**src/rtl/core/tfm_pkg.sv**
```systemverilog
// Package for the topic filter matcher: character codes, queue entry type
// and sizing constants. No dependencies.
`default_nettype none

package tfm_pkg;

    localparam int FILTER_CHARS_DEF = 64;

    localparam logic [7:0] CH_PLUS  = 8'h2B;
    localparam logic [7:0] CH_HASH  = 8'h23;
    localparam logic [7:0] CH_SLASH = 8'h2F;

    localparam int QUEUE_DEPTH = 4;
    localparam int QPTR_W      = $clog2(QUEUE_DEPTH);
    localparam int QCNT_W      = $clog2(QUEUE_DEPTH + 1);

    typedef enum logic
    {
        OP_LOAD  = 1'b0,
        OP_TOPIC = 1'b1
    } op_t;

    typedef struct packed
    {
        op_t        op;
        logic [7:0] ch;
        logic       last;
        logic       slash;
    } tfm_entry_t;

    typedef struct packed
    {
        logic       head_valid;
        tfm_entry_t head;
    } tfm_queue_t;

endpackage

`default_nettype wire

```
**src/rtl/core/tfm_front.sv**
```systemverilog
// Front end of the topic filter matcher: accepts requests, tags topic '/'
// bytes and holds them in a short queue. Uses tfm_pkg.
`default_nettype none

module tfm_front
    import tfm_pkg::*;
(
    input  wire logic        clk,
    input  wire logic        rst_n,
    input  wire logic        item_valid,
    output logic             item_stall,
    input  wire logic [0:0]  operation,
    input  wire logic [7:0]  char_in,
    input  wire logic        last,
    output tfm_queue_t       queue,
    input  wire logic        pop
);

    tfm_entry_t              slot_reg [QUEUE_DEPTH];
    logic [QPTR_W-1:0]       wr_ptr_reg;
    logic [QPTR_W-1:0]       wr_ptr_next;
    logic [QPTR_W-1:0]       rd_ptr_reg;
    logic [QPTR_W-1:0]       rd_ptr_next;
    logic [QCNT_W-1:0]       count_reg;
    logic [QCNT_W-1:0]       count_next;
    logic                    push;
    logic                    do_pop;
    tfm_entry_t              incoming;

    assign item_stall = (count_reg == QCNT_W'(QUEUE_DEPTH));
    assign push       = item_valid && !item_stall;
    assign do_pop     = pop && (count_reg != '0);

    always_comb
    begin
        incoming.op    = op_t'(operation);
        incoming.ch    = char_in;
        incoming.last  = last;
        incoming.slash = (op_t'(operation) == OP_TOPIC) && (char_in == CH_SLASH);
    end

    always_comb
    begin
        wr_ptr_next = push   ? wr_ptr_reg + QPTR_W'(1) : wr_ptr_reg;
        rd_ptr_next = do_pop ? rd_ptr_reg + QPTR_W'(1) : rd_ptr_reg;
        count_next  = count_reg + QCNT_W'(push) - QCNT_W'(do_pop);
    end

    always_ff @(posedge clk or negedge rst_n)
    begin
        if (!rst_n)
        begin
            wr_ptr_reg <= '0;
            rd_ptr_reg <= '0;
            count_reg  <= '0;
        end
        else
        begin
            wr_ptr_reg <= wr_ptr_next;
            rd_ptr_reg <= rd_ptr_next;
            count_reg  <= count_next;
        end
    end

    always_ff @(posedge clk)
    begin
        if (push)
        begin
            slot_reg[wr_ptr_reg] <= incoming;
        end
    end

    always_comb
    begin
        queue.head_valid = (count_reg != '0);
        queue.head       = slot_reg[rd_ptr_reg];
    end

endmodule

`default_nettype wire

```
**src/rtl/core/tfm_back.sv**
```systemverilog
// Back end of the topic filter matcher: filter store, match state, end of
// topic walk and the result register. Uses tfm_pkg.
`default_nettype none

module tfm_back
    import tfm_pkg::*;
#(
    parameter int FILTER_CHARS = FILTER_CHARS_DEF
)
(
    input  wire logic        clk,
    input  wire logic        rst_n,
    input  wire tfm_queue_t  queue,
    output logic             pop,
    output logic             result_valid,
    input  wire logic        result_stall,
    output logic             matched
);

    localparam int AW = $clog2(FILTER_CHARS);
    localparam int LW = $clog2(FILTER_CHARS + 1);

    logic [7:0]    store_mem [FILTER_CHARS];
    logic [7:0]    cur_reg;            // store_mem[pos_reg], with write bypass

    logic [LW-1:0] len_reg, len_next;
    logic          closed_reg, closed_next;
    logic [LW-1:0] pos_reg, pos_next;
    logic          skip_reg, skip_next;
    logic          failed_reg, failed_next;
    logic          hash_reg, hash_next;
    logic          fin_reg, fin_next;
    logic          out_valid_reg, out_valid_next;
    logic          matched_reg, matched_next;

    logic          wr_en;
    logic [AW-1:0] wr_addr;
    logic [AW-1:0] rd_addr;
    logic          out_free;
    logic          emit;
    logic          emit_val;
    logic          step_done;
    logic          f_upd, h_upd, s_upd;
    logic [LW-1:0] p_upd;
    tfm_entry_t    e;

    assign e        = queue.head;
    assign out_free = !out_valid_reg || !result_stall;

    always_comb
    begin
        len_next    = len_reg;
        closed_next = closed_reg;
        pos_next    = pos_reg;
        skip_next   = skip_reg;
        failed_next = failed_reg;
        hash_next   = hash_reg;
        fin_next    = fin_reg;
        pop         = 1'b0;
        emit        = 1'b0;
        emit_val    = 1'b0;
        wr_en       = 1'b0;
        wr_addr     = '0;
        step_done   = 1'b1;
        f_upd       = failed_reg;
        h_upd       = hash_reg;
        s_upd       = skip_reg;
        p_upd       = pos_reg;

        if (fin_reg)
        begin
            // walk the rest of the filter: only '+' bytes, maybe ending in '#'
            if (out_free)
            begin
                if (pos_reg >= len_reg || cur_reg == CH_HASH)
                begin
                    emit     = 1'b1;
                    emit_val = 1'b1;
                end
                else if (cur_reg != CH_PLUS)
                begin
                    emit     = 1'b1;
                    emit_val = 1'b0;
                end
                else
                begin
                    pos_next = pos_reg + LW'(1);
                end
            end
        end
        else if (queue.head_valid)
        begin
            if (e.op == OP_LOAD)
            begin
                pop = 1'b1;
                if (closed_reg)
                begin
                    wr_en    = 1'b1;
                    wr_addr  = '0;
                    len_next = LW'(1);
                end
                else if (len_reg < LW'(FILTER_CHARS))
                begin
                    wr_en    = 1'b1;
                    wr_addr  = len_reg[AW-1:0];
                    len_next = len_reg + LW'(1);
                end
                closed_next = e.last;
            end
            else if (!e.last || out_free)
            begin
                if (!failed_reg && !hash_reg && !(skip_reg && !e.slash))
                begin
                    s_upd = 1'b0;
                    if (pos_reg >= len_reg)
                    begin
                        f_upd = 1'b1;
                    end
                    else if (cur_reg == CH_HASH)
                    begin
                        h_upd = 1'b1;
                    end
                    else if (cur_reg == CH_PLUS)
                    begin
                        // a '/' byte passes an empty level: stay on this byte
                        p_upd     = pos_reg + LW'(1);
                        s_upd     = 1'b1;
                        step_done = !e.slash;
                    end
                    else if (cur_reg == e.ch)
                    begin
                        p_upd = pos_reg + LW'(1);
                    end
                    else
                    begin
                        f_upd = 1'b1;
                    end
                end

                failed_next = f_upd;
                hash_next   = h_upd;
                skip_next   = s_upd;
                pos_next    = p_upd;

                if (step_done)
                begin
                    pop = 1'b1;
                    if (e.last)
                    begin
                        if (f_upd)
                        begin
                            emit     = 1'b1;
                            emit_val = 1'b0;
                        end
                        else if (h_upd || p_upd >= len_reg)
                        begin
                            emit     = 1'b1;
                            emit_val = 1'b1;
                        end
                        else
                        begin
                            fin_next = 1'b1;
                        end
                    end
                end
            end
        end

        if (emit)
        begin
            pos_next    = '0;
            skip_next   = 1'b0;
            failed_next = 1'b0;
            hash_next   = 1'b0;
            fin_next    = 1'b0;
        end

        out_valid_next = out_valid_reg && result_stall;
        matched_next   = matched_reg;
        if (emit)
        begin
            out_valid_next = 1'b1;
            matched_next   = emit_val;
        end
    end

    assign rd_addr = pos_next[AW-1:0];

    always_ff @(posedge clk or negedge rst_n)
    begin
        if (!rst_n)
        begin
            len_reg       <= '0;
            closed_reg    <= 1'b1;
            pos_reg       <= '0;
            skip_reg      <= 1'b0;
            failed_reg    <= 1'b0;
            hash_reg      <= 1'b0;
            fin_reg       <= 1'b0;
            out_valid_reg <= 1'b0;
        end
        else
        begin
            len_reg       <= len_next;
            closed_reg    <= closed_next;
            pos_reg       <= pos_next;
            skip_reg      <= skip_next;
            failed_reg    <= failed_next;
            hash_reg      <= hash_next;
            fin_reg       <= fin_next;
            out_valid_reg <= out_valid_next;
        end
    end

    always_ff @(posedge clk)
    begin
        matched_reg <= matched_next;
        if (wr_en)
        begin
            store_mem[wr_addr] <= e.ch;
        end
        if (wr_en && wr_addr == rd_addr)
        begin
            cur_reg <= e.ch;
        end
        else
        begin
            cur_reg <= store_mem[rd_addr];
        end
    end

    assign result_valid = out_valid_reg;
    assign matched      = matched_reg;

endmodule

`default_nettype wire

```
**src/rtl/core/topic_filter_match.sv**
```systemverilog
// Top level of the topic filter matcher: front queue and back matcher.
// Uses tfm_pkg, tfm_front and tfm_back.
//
//  channel  | handshake                   | payload
//  ---------+-----------------------------+------------------------------
//  item     | item_valid / item_stall     | operation, char_in, last
//  result   | result_valid / result_stall | matched
//
// One request per cycle for filter bytes and ordinary topic bytes while the
// queue has room; the back end reads one filter byte per cycle from its store.
// A topic '/' that meets a '+' in the filter stays at the queue head while
// the back end passes each '+'. A topic's last byte ends the topic when the
// match is settled there, else the back end walks the remaining '+' bytes
// until a byte or the filter end settles it.
// Reset is asynchronous; the filter store needs no clearing pass.
// A four-deep queue keeps taking requests while a result waits to be taken.
`default_nettype none

module topic_filter_match
    import tfm_pkg::*;
#(
    parameter int FILTER_CHARS = FILTER_CHARS_DEF
)
(
    input  wire logic        clk,
    input  wire logic        rst_n,
    input  wire logic        item_valid,
    output logic             item_stall,
    input  wire logic [0:0]  operation,
    input  wire logic [7:0]  char_in,
    input  wire logic        last,
    output logic             result_valid,
    input  wire logic        result_stall,
    output logic             matched
);

    tfm_queue_t queue;
    logic       pop;

    tfm_front u_front
    (
        .clk        (clk),
        .rst_n      (rst_n),
        .item_valid (item_valid),
        .item_stall (item_stall),
        .operation  (operation),
        .char_in    (char_in),
        .last       (last),
        .queue      (queue),
        .pop        (pop)
    );

    tfm_back #(
        .FILTER_CHARS (FILTER_CHARS)
    ) u_back
    (
        .clk          (clk),
        .rst_n        (rst_n),
        .queue        (queue),
        .pop          (pop),
        .result_valid (result_valid),
        .result_stall (result_stall),
        .matched      (matched)
    );

endmodule

`default_nettype wire

```
**config.mk**
```make
export PLATFORM = sky130hd
export DESIGN_NAME = topic_filter_match
export DESIGN_NICKNAME = d
export VERILOG_FILES = /design/src/rtl/core/tfm_pkg.sv /design/src/rtl/core/tfm_front.sv /design/src/rtl/core/tfm_back.sv /design/src/rtl/core/topic_filter_match.sv
export SDC_FILE = /design/constraint.sdc
export NUM_CORES = 1
export LEC_CHECK = 0
export BUFFER_PORTS_ARGS = -buffer_cell sky130_fd_sc_hd__buf_2
export CAP_MARGIN = 10
export CORE_ASPECT_RATIO = 0.6
export CORE_MARGIN = 2
export CORE_UTILIZATION = 55
export CTS_BUF_LIST = sky130_fd_sc_hd__clkbuf_16
export CTS_CLUSTER_DIAMETER = 200
export CTS_CLUSTER_SIZE = 28
export DETAILED_ROUTE_END_ITERATION = 10
export PLACE_DENSITY = 0.71
export SLEW_MARGIN = 20
export SYNTH_ARGS = -nofsm -noshare
export SYNTH_HDL_FRONTEND = slang
export SYNTH_SLANG_ARGS = --single-unit
export TNS_END_PERCENT = 50
```
**constraint.sdc**
```tcl
create_clock -name clk -period 6.5 [get_ports clk]
set_input_delay 0.65 -clock clk [delete_from_list [all_inputs] [get_ports clk]]
set_output_delay 0.65 -clock clk [all_outputs]
set_load 0.05 [all_outputs]
```
==> impl_metrics.csv, run 1 <==
group,metric,value,unit
outcome,status,"finished, final reports clean",
die,die_area,46500,um2
setup_path,cp_max_fo,11,
clock_network,htree_num_levels,1,
power,p_int,6.69,mW
hold_path,holdCritPathClass,"in -> async",
global_route,use_met3,0.0777,
power,vdd_drop_max,255,uV
clock_network,clk_path_buf_depth,3,
clock_network,ctsHoldBuffers,0,
sta,finClkSkew,24.2,ps
die,core-area,43700,um2
yosys,synth.top_cell.area_share,0.680,
power,switching_share,0.339,
die,num_rows,59,
yosys,postSynthCellCount,1358,
placement,numPortBuffers,16,
layout,drive_gt1_frac,0.168,
power,p_seq_frac,0.520,
yosys,synth_top_family_by_area,"multiplexers",
clock_network,numCtsBuffers,25,
route,via_per_inst,6.73,
route,routedWlPerCell,30.5,um
sta,period_share,0.963,
clock_network,clkLatencyLatePin,600,ps
yosys,netlist_area,24600,um2
setup_path,critPathKind,"reg -> reg",
power,p_switching,3.44,mW
sta,hold_viol,0,
yosys,synth.top_cells.by_area,"edfxtp_1, mux4_2, mux2i_1",
yosys,synthAdderAreaFrac,0.0120,
yosys,synth_xor_area_frac,0.00427,
power,pwr-share-clk,0.182,
sta,max_freq,160,MHz
yosys,synth.ff_latch_count,590,
global_route,grt.met2_usage,0.350,
setup_path,end_kind,"register",
die,die_w,277,um
sta,min_period,6260,ps
yosys,muxShareOfSynthArea,0.137,
global_route,grtUsageMet1,0.431,
yosys,async_reset_ff_frac,0.0458,
layout,nNetsFinal,1437,
layout,fillCellCount,3162,
run,drv_cap,0,
setup_path,arrival,6720,ps
yosys,synth_compound_area_frac,0.0471,
sta,timing.hold.ws,60.6,ps
sta,fin_setup_tns,0,ps
yosys,synth_cell_type_count,83,
clock_network,cts.clk_slew.worst_paths,110,ps
yosys,yosys.area.top_type,"edfxtp_1",
layout,syn_to_final_growth,6.22,%
power,power,10.1,mW
route,drtPass1Iterations,5,
global_route,grt_max_degree,74,
yosys,synth-main-ff-cell,"edfxtp_1",
yosys,synthSimpleGateAreaFrac,0.0607,
placement,gp_congestion,0.952,
global_route,busiest_layer,"met1",
die,pin_count,17,
setup_path,required,6960,ps
die,die_y,168,um
power,p_leak,8.18,nW
yosys,syn_avg_cell_area,18.1,um2
global_route,track_usage,0.262,
route,first_iter_violations,2122,
power,power_frac_comb,0.298,
global_route,grt_pass1_vias,12800,
route,drt_wl_total,60.6,mm
route,vias,13400,
sta,worstMarginPinSlew,1130,ps
layout,layout_commonest_cell,"edfxtp_1",
sta,rsz0062_at_grt,"false",
global_route,grt_antenna_before_repair,4,
clock_network,root_buffer,"clkbuf_16",
power,powerDensity,388,nW/um2
setup_path,cp-start-kind,"register",
yosys,ys_warn_count,0,
sta,drv_slew,0,
route,antenna_left,0,
yosys,seq_area_frac_synth,0.713,
yosys,synth_edf_count,557,
clock_network,cts_tree,"yes",
layout,largest_reg_flops,512,
yosys,synth.net_count,1395,
die,start_util,0.563,
placement,hpwl,39.6,mm
global_route,grt_pass1_wl,88.5,mm
route,drcViolationCount,0,
sta,finalSetupViolCount,0,
layout,mostFrequentLayoutCells,"edfxtp_1, mux4_2, nor2_1",
sta,slew_headroom,0.245,
clock_network,cts_sinks,590,
global_route,grt-ovfl-total,0,
## critical path, stage by stage, from the launching register on
cell and delay (ps):
dfxtp_4 590, buf_8 240, mux4_1 570, mux4_2 490, o22ai_1 350, or3_1 240, nand2_1 90, or4_1 550
nor2_1 210, o21a_4 170, nor2_1 40, xnor2_1 130, ha_1 270, nand2b_1 140, a21o_1 180, a21o_1 180
a21o_1 180, a21o_1 170, a21oi_1 140, nor2b_1 70, a2111oi_2 330, buf_4 200, a31oi_4 150, nor4_1 430
## stage by stage
step	instances	instance area, um2	setup slack [ps]	utilization
floorplan	1358	24600	869	-
global placement	1950	25400	320	0.580
detailed placement	1950	25400	210	0.580
CTS	1985	26100	107	0.597
global route	1988	26100	2.74	0.598
finish	1988	26100	241	0.598
## repair_timing
action,4_1_cts,5_1_grt
endpoints found under the setup margin,0,11
resized for setup,0,1
setup buffers,0,2
## cell usage after synthesis (4+ instances only)
library cell / count
edfxtp_1: 557
mux4_2: 96
nor2_1: 95
mux2i_1: 66
nand2_1: 49
a21oi_1: 40
nand3_1: 31
a22oi_1: 28
inv_1: 27
dfrtp_1: 26
ha_1: 22
o21ai_0: 19
clkbuf_1: 16
mux4_1: 16
and3_1: 15
nor2b_1: 15
nand4_1: 14
and2_1: 13
nor3_1: 13
mux2_2: 12
o22ai_1: 11
buf_12: 10
buf_6: 10
or3_1: 10
xnor2_1: 10
buf_2: 9
buf_4: 9
a21o_1: 8
nand2b_1: 8
a211oi_1: 7
dfxtp_1: 6
nor4_1: 6
a2111oi_0: 4
a31oi_1: 4
## logic make-up (layout without fill, tap and decap cells)
| logic type | after synthesis | after routing |
|---|---|---|
| adders and majority gates | 23 | 23 |
| DFF | 590 | 590 |
| other | 0 | 1 |
| AOI/OAI and AO/OA | 163 | 163 |
| xor gates and xnor gates | 12 | 12 |
| muxes | 190 | 190 |
| and+or+nand+nor | 292 | 292 |
| buffers and inverters | 88 | 138 |
## power groups by stage
stage | clock network, mW | registers [mW] | logic [mW]
final | 1.85 | 5.26 | 3.02
after global routing | 1.99 | 5.30 | 3.22
after CTS | 1.86 | 5.26 | 2.95
after detailed placement | 0 | 5.34 | 2.94
after global placement | 0 | 5.34 | 2.88
after floorplan | 0 | 5.21 | 1.86
## layer usage
layer / share of wire / vias to the layer above
met5: 0 / -
met4: 0.018 / 0
met3: 0.14 / 82
met2: 0.40 / 844
met1: 0.44 / 6899
li1: - / 5552
## final cells by class
class | count | area, um2 | area share
repair buffers | 74 | 598 | 0.0229
well taps | 579 | 724 | 0.0277
inverters | 29 | 109 | 0.00417
diodes | 1 | 2.50 | 0.0000958
flip-flops and latches | 590 | 17500 | 0.671
clock inverters | 10 | 80.1 | 0.00307
multi-input cells | 680 | 6440 | 0.247
clock buffers | 25 | 626 | 0.0239
## final timing paths
kind                                          end  slack [ps]  cells after the start
max                                      register         240                     23
min                          u_front.count_reg[1]          60                      1
max reg2reg                              register         240                     23
min reg2reg                  u_front.count_reg[2]         510                      1
max in group asynchronous         u_back.hash_reg        6010                      1
min in group clk           u_front.slot_reg[3][1]         270                      1
Note: power is estimated with default switching activity, not from simulation.
==> run 2, diff against run 1 <==
Settings changed: SETUP_SLACK_MARGIN from default to 0.05, SLEW_MARGIN 20 to default.
Clock period 6.5 ns to 6.8 ns, I/O delays scaled along.
==> run 2 against run 1 <==
Against the previous run: sequential cell count is the same; sequential share of layout area is 0.084 points higher; highest routed layer unchanged; via count increased by 0.14%; sequential power shrank 4.6%; core utilization down 0.074 points; worst hold slack better by 31 ps; largest cell class unchanged; clock power down 5%; combinational power fell by 6%.
==> impl_metrics.csv, run 2 (synthesized netlist as in run 1, its figures left out) <==
group,metric,value,unit
outcome,status,"finished, final reports clean",
die,num_rows,59,
clock_network,cts_tree,"yes",
route,antenna_left,0,
global_route,grt_pass1_wl,88.1,mm
placement,numPortBuffers,16,
global_route,grt_antenna_before_repair,2,
hold_path,holdCritPathClass,"in -> async",
global_route,grt_max_degree,66,
sta,fin_setup_tns,0,ps
power,switching_share,0.338,
clock_network,htree_num_levels,1,
setup_path,end_kind,"register",
route,drt_wl_total,61.0,mm
route,via_per_inst,6.74,
layout,largest_reg_flops,512,
placement,gp_congestion,0.907,
run,drv_cap,0,
sta,slew_headroom,0.196,
layout,multi_input_area,6440,um2
sta,period_share,0.951,
power,p_switching,3.26,mW
route,routedWlPerCell,30.7,um
sta,rsz0062_at_grt,"false",
layout,drive_gt1_frac,0.166,
route,first_iter_violations,2067,
die,pin_count,17,
clock_network,cts.clk_slew.worst_paths,120,ps
layout,nNetsFinal,1436,
clock_network,clk_path_buf_depth,3,
setup_path,cp-start-kind,"register",
power,pwr-share-clk,0.183,
power,powerDensity,369,nW/um2
clock_network,root_buffer,"clkbuf_16",
route,drtPass1Iterations,6,
setup_path,cp_max_fo,40,
route,drcViolationCount,0,
clock_network,ctsHoldBuffers,0,
layout,register_area,17500,um2
layout,fillCellCount,3188,
sta,max_freq,155,MHz
sta,finClkSkew,24.7,ps
setup_path,arrival,6950,ps
route,vias,13400,
placement,hpwl,40.9,mm
power,p_leak,8.16,nW
layout,syn_to_final_growth,6.09,%
die,die_w,277,um
power,p_int,6.37,mW
sta,drv_slew,0,
clock_network,cts_sinks,590,
clock_network,clkLatencyLatePin,600,ps
setup_path,critPathKind,"reg -> reg",
die,die_y,168,um
die,die_area,46500,um2
sta,worstMarginPinSlew,1200,ps
global_route,grt-ovfl-total,0,
die,start_util,0.563,
die,core-area,43700,um2
global_route,track_usage,0.262,
sta,hold_viol,0,
layout,layout_commonest_cell,"edfxtp_1",
clock_network,numCtsBuffers,25,
power,p_seq_frac,0.521,
sta,finalSetupViolCount,0,
power,vdd_drop_max,300,uV
layout,mostFrequentLayoutCells,"edfxtp_1, mux4_2, nor2_1",
layout,fin_util,0.597,
power,power_frac_comb,0.296,
setup_path,required,7280,ps
global_route,grt_pass1_vias,12600,
sta,min_period,6470,ps
-- run 2: routing by layer --
layer,global-route usage,vias to the layer above,part of all wire
met4,0.0517,0,0.020
li1,-,5536,-
met5,0,-,0
met3,0.0869,85,0.13
met1,0.422,6951,0.44
met2,0.349,824,0.40
-- run 2: cell type report --
cell class              count  share of cell area
diodes                      1           0.0000959
clock buffers              25              0.0240
clock inverters            10             0.00307
inverters                  29             0.00417
multi-input cells         680               0.247
flip-flops and latches    590               0.672
well taps                 579              0.0278
repair buffers             73              0.0219
-- run 2: final timing paths --
| kind | cells past startpoint | slack (ps) | end |
|---|---|---|---|
| setup / recovery | 23 | 330 | register |
| hold / removal | 1 | 90 | u_front.rd_ptr_reg[0] |
| setup reg to reg | 23 | 330 | register |
| hold reg to reg | 1 | 510 | u_front.count_reg[2] |
| max in group asynchronous | 1 | 6280 | u_back.len_reg[5] |
| min in group clk | 1 | 300 | u_front.slot_reg[2][1] |
-- run 2: worst max-delay path: stages (launching register included) --
cell and delay (ps):
dfxtp_4 490, buf_12 320, nor2b_1 700, a22oi_1 190, a21oi_1 400, or4b_2 260
nand2_1 90, or4_1 700, nor2_2 310, o21a_4 230, nor2_1 60, xnor2_1 160
ha_1 250, nand2b_1 140, a21o_1 170, a21o_1 160, a21o_1 160, a21o_1 170
a21oi_1 160, nor2b_1 70, a2111oi_2 340, buf_4 200, a31oi_4 170, nor4_1 400
-- run 2: through the flow --
stage	worst slack [ps]	area [um2]	power [mW]	hold WS [ps]	cells
floorplan	1170	24600	6.75	384	1358
global placement	308	25300	7.80	490	1943
detailed placement	177	25300	7.88	495	1943
CTS	142	26000	9.57	102	1978
global route	66.2	26100	9.97	138	1986
finish	335	26100	9.63	91.4	1987
-- run 2: power by group through the flow --
stage	clock, mW	sequential, mW	combinational (mW)
floorplan	0	4.98	1.77
global placement	0	5.08	2.72
detailed placement	0	5.09	2.79
CTS	1.78	5.01	2.78
global route	1.89	5.04	3.04
finish	1.76	5.02	2.85
-- run 2: what timing repair did --
| action | in CTS | in global routing |
|---|---|---|
| endpoints found under the setup margin | 0 | 16 |
| buffers inserted | 0 | 7 |
| resized for setup | 0 | 4 |
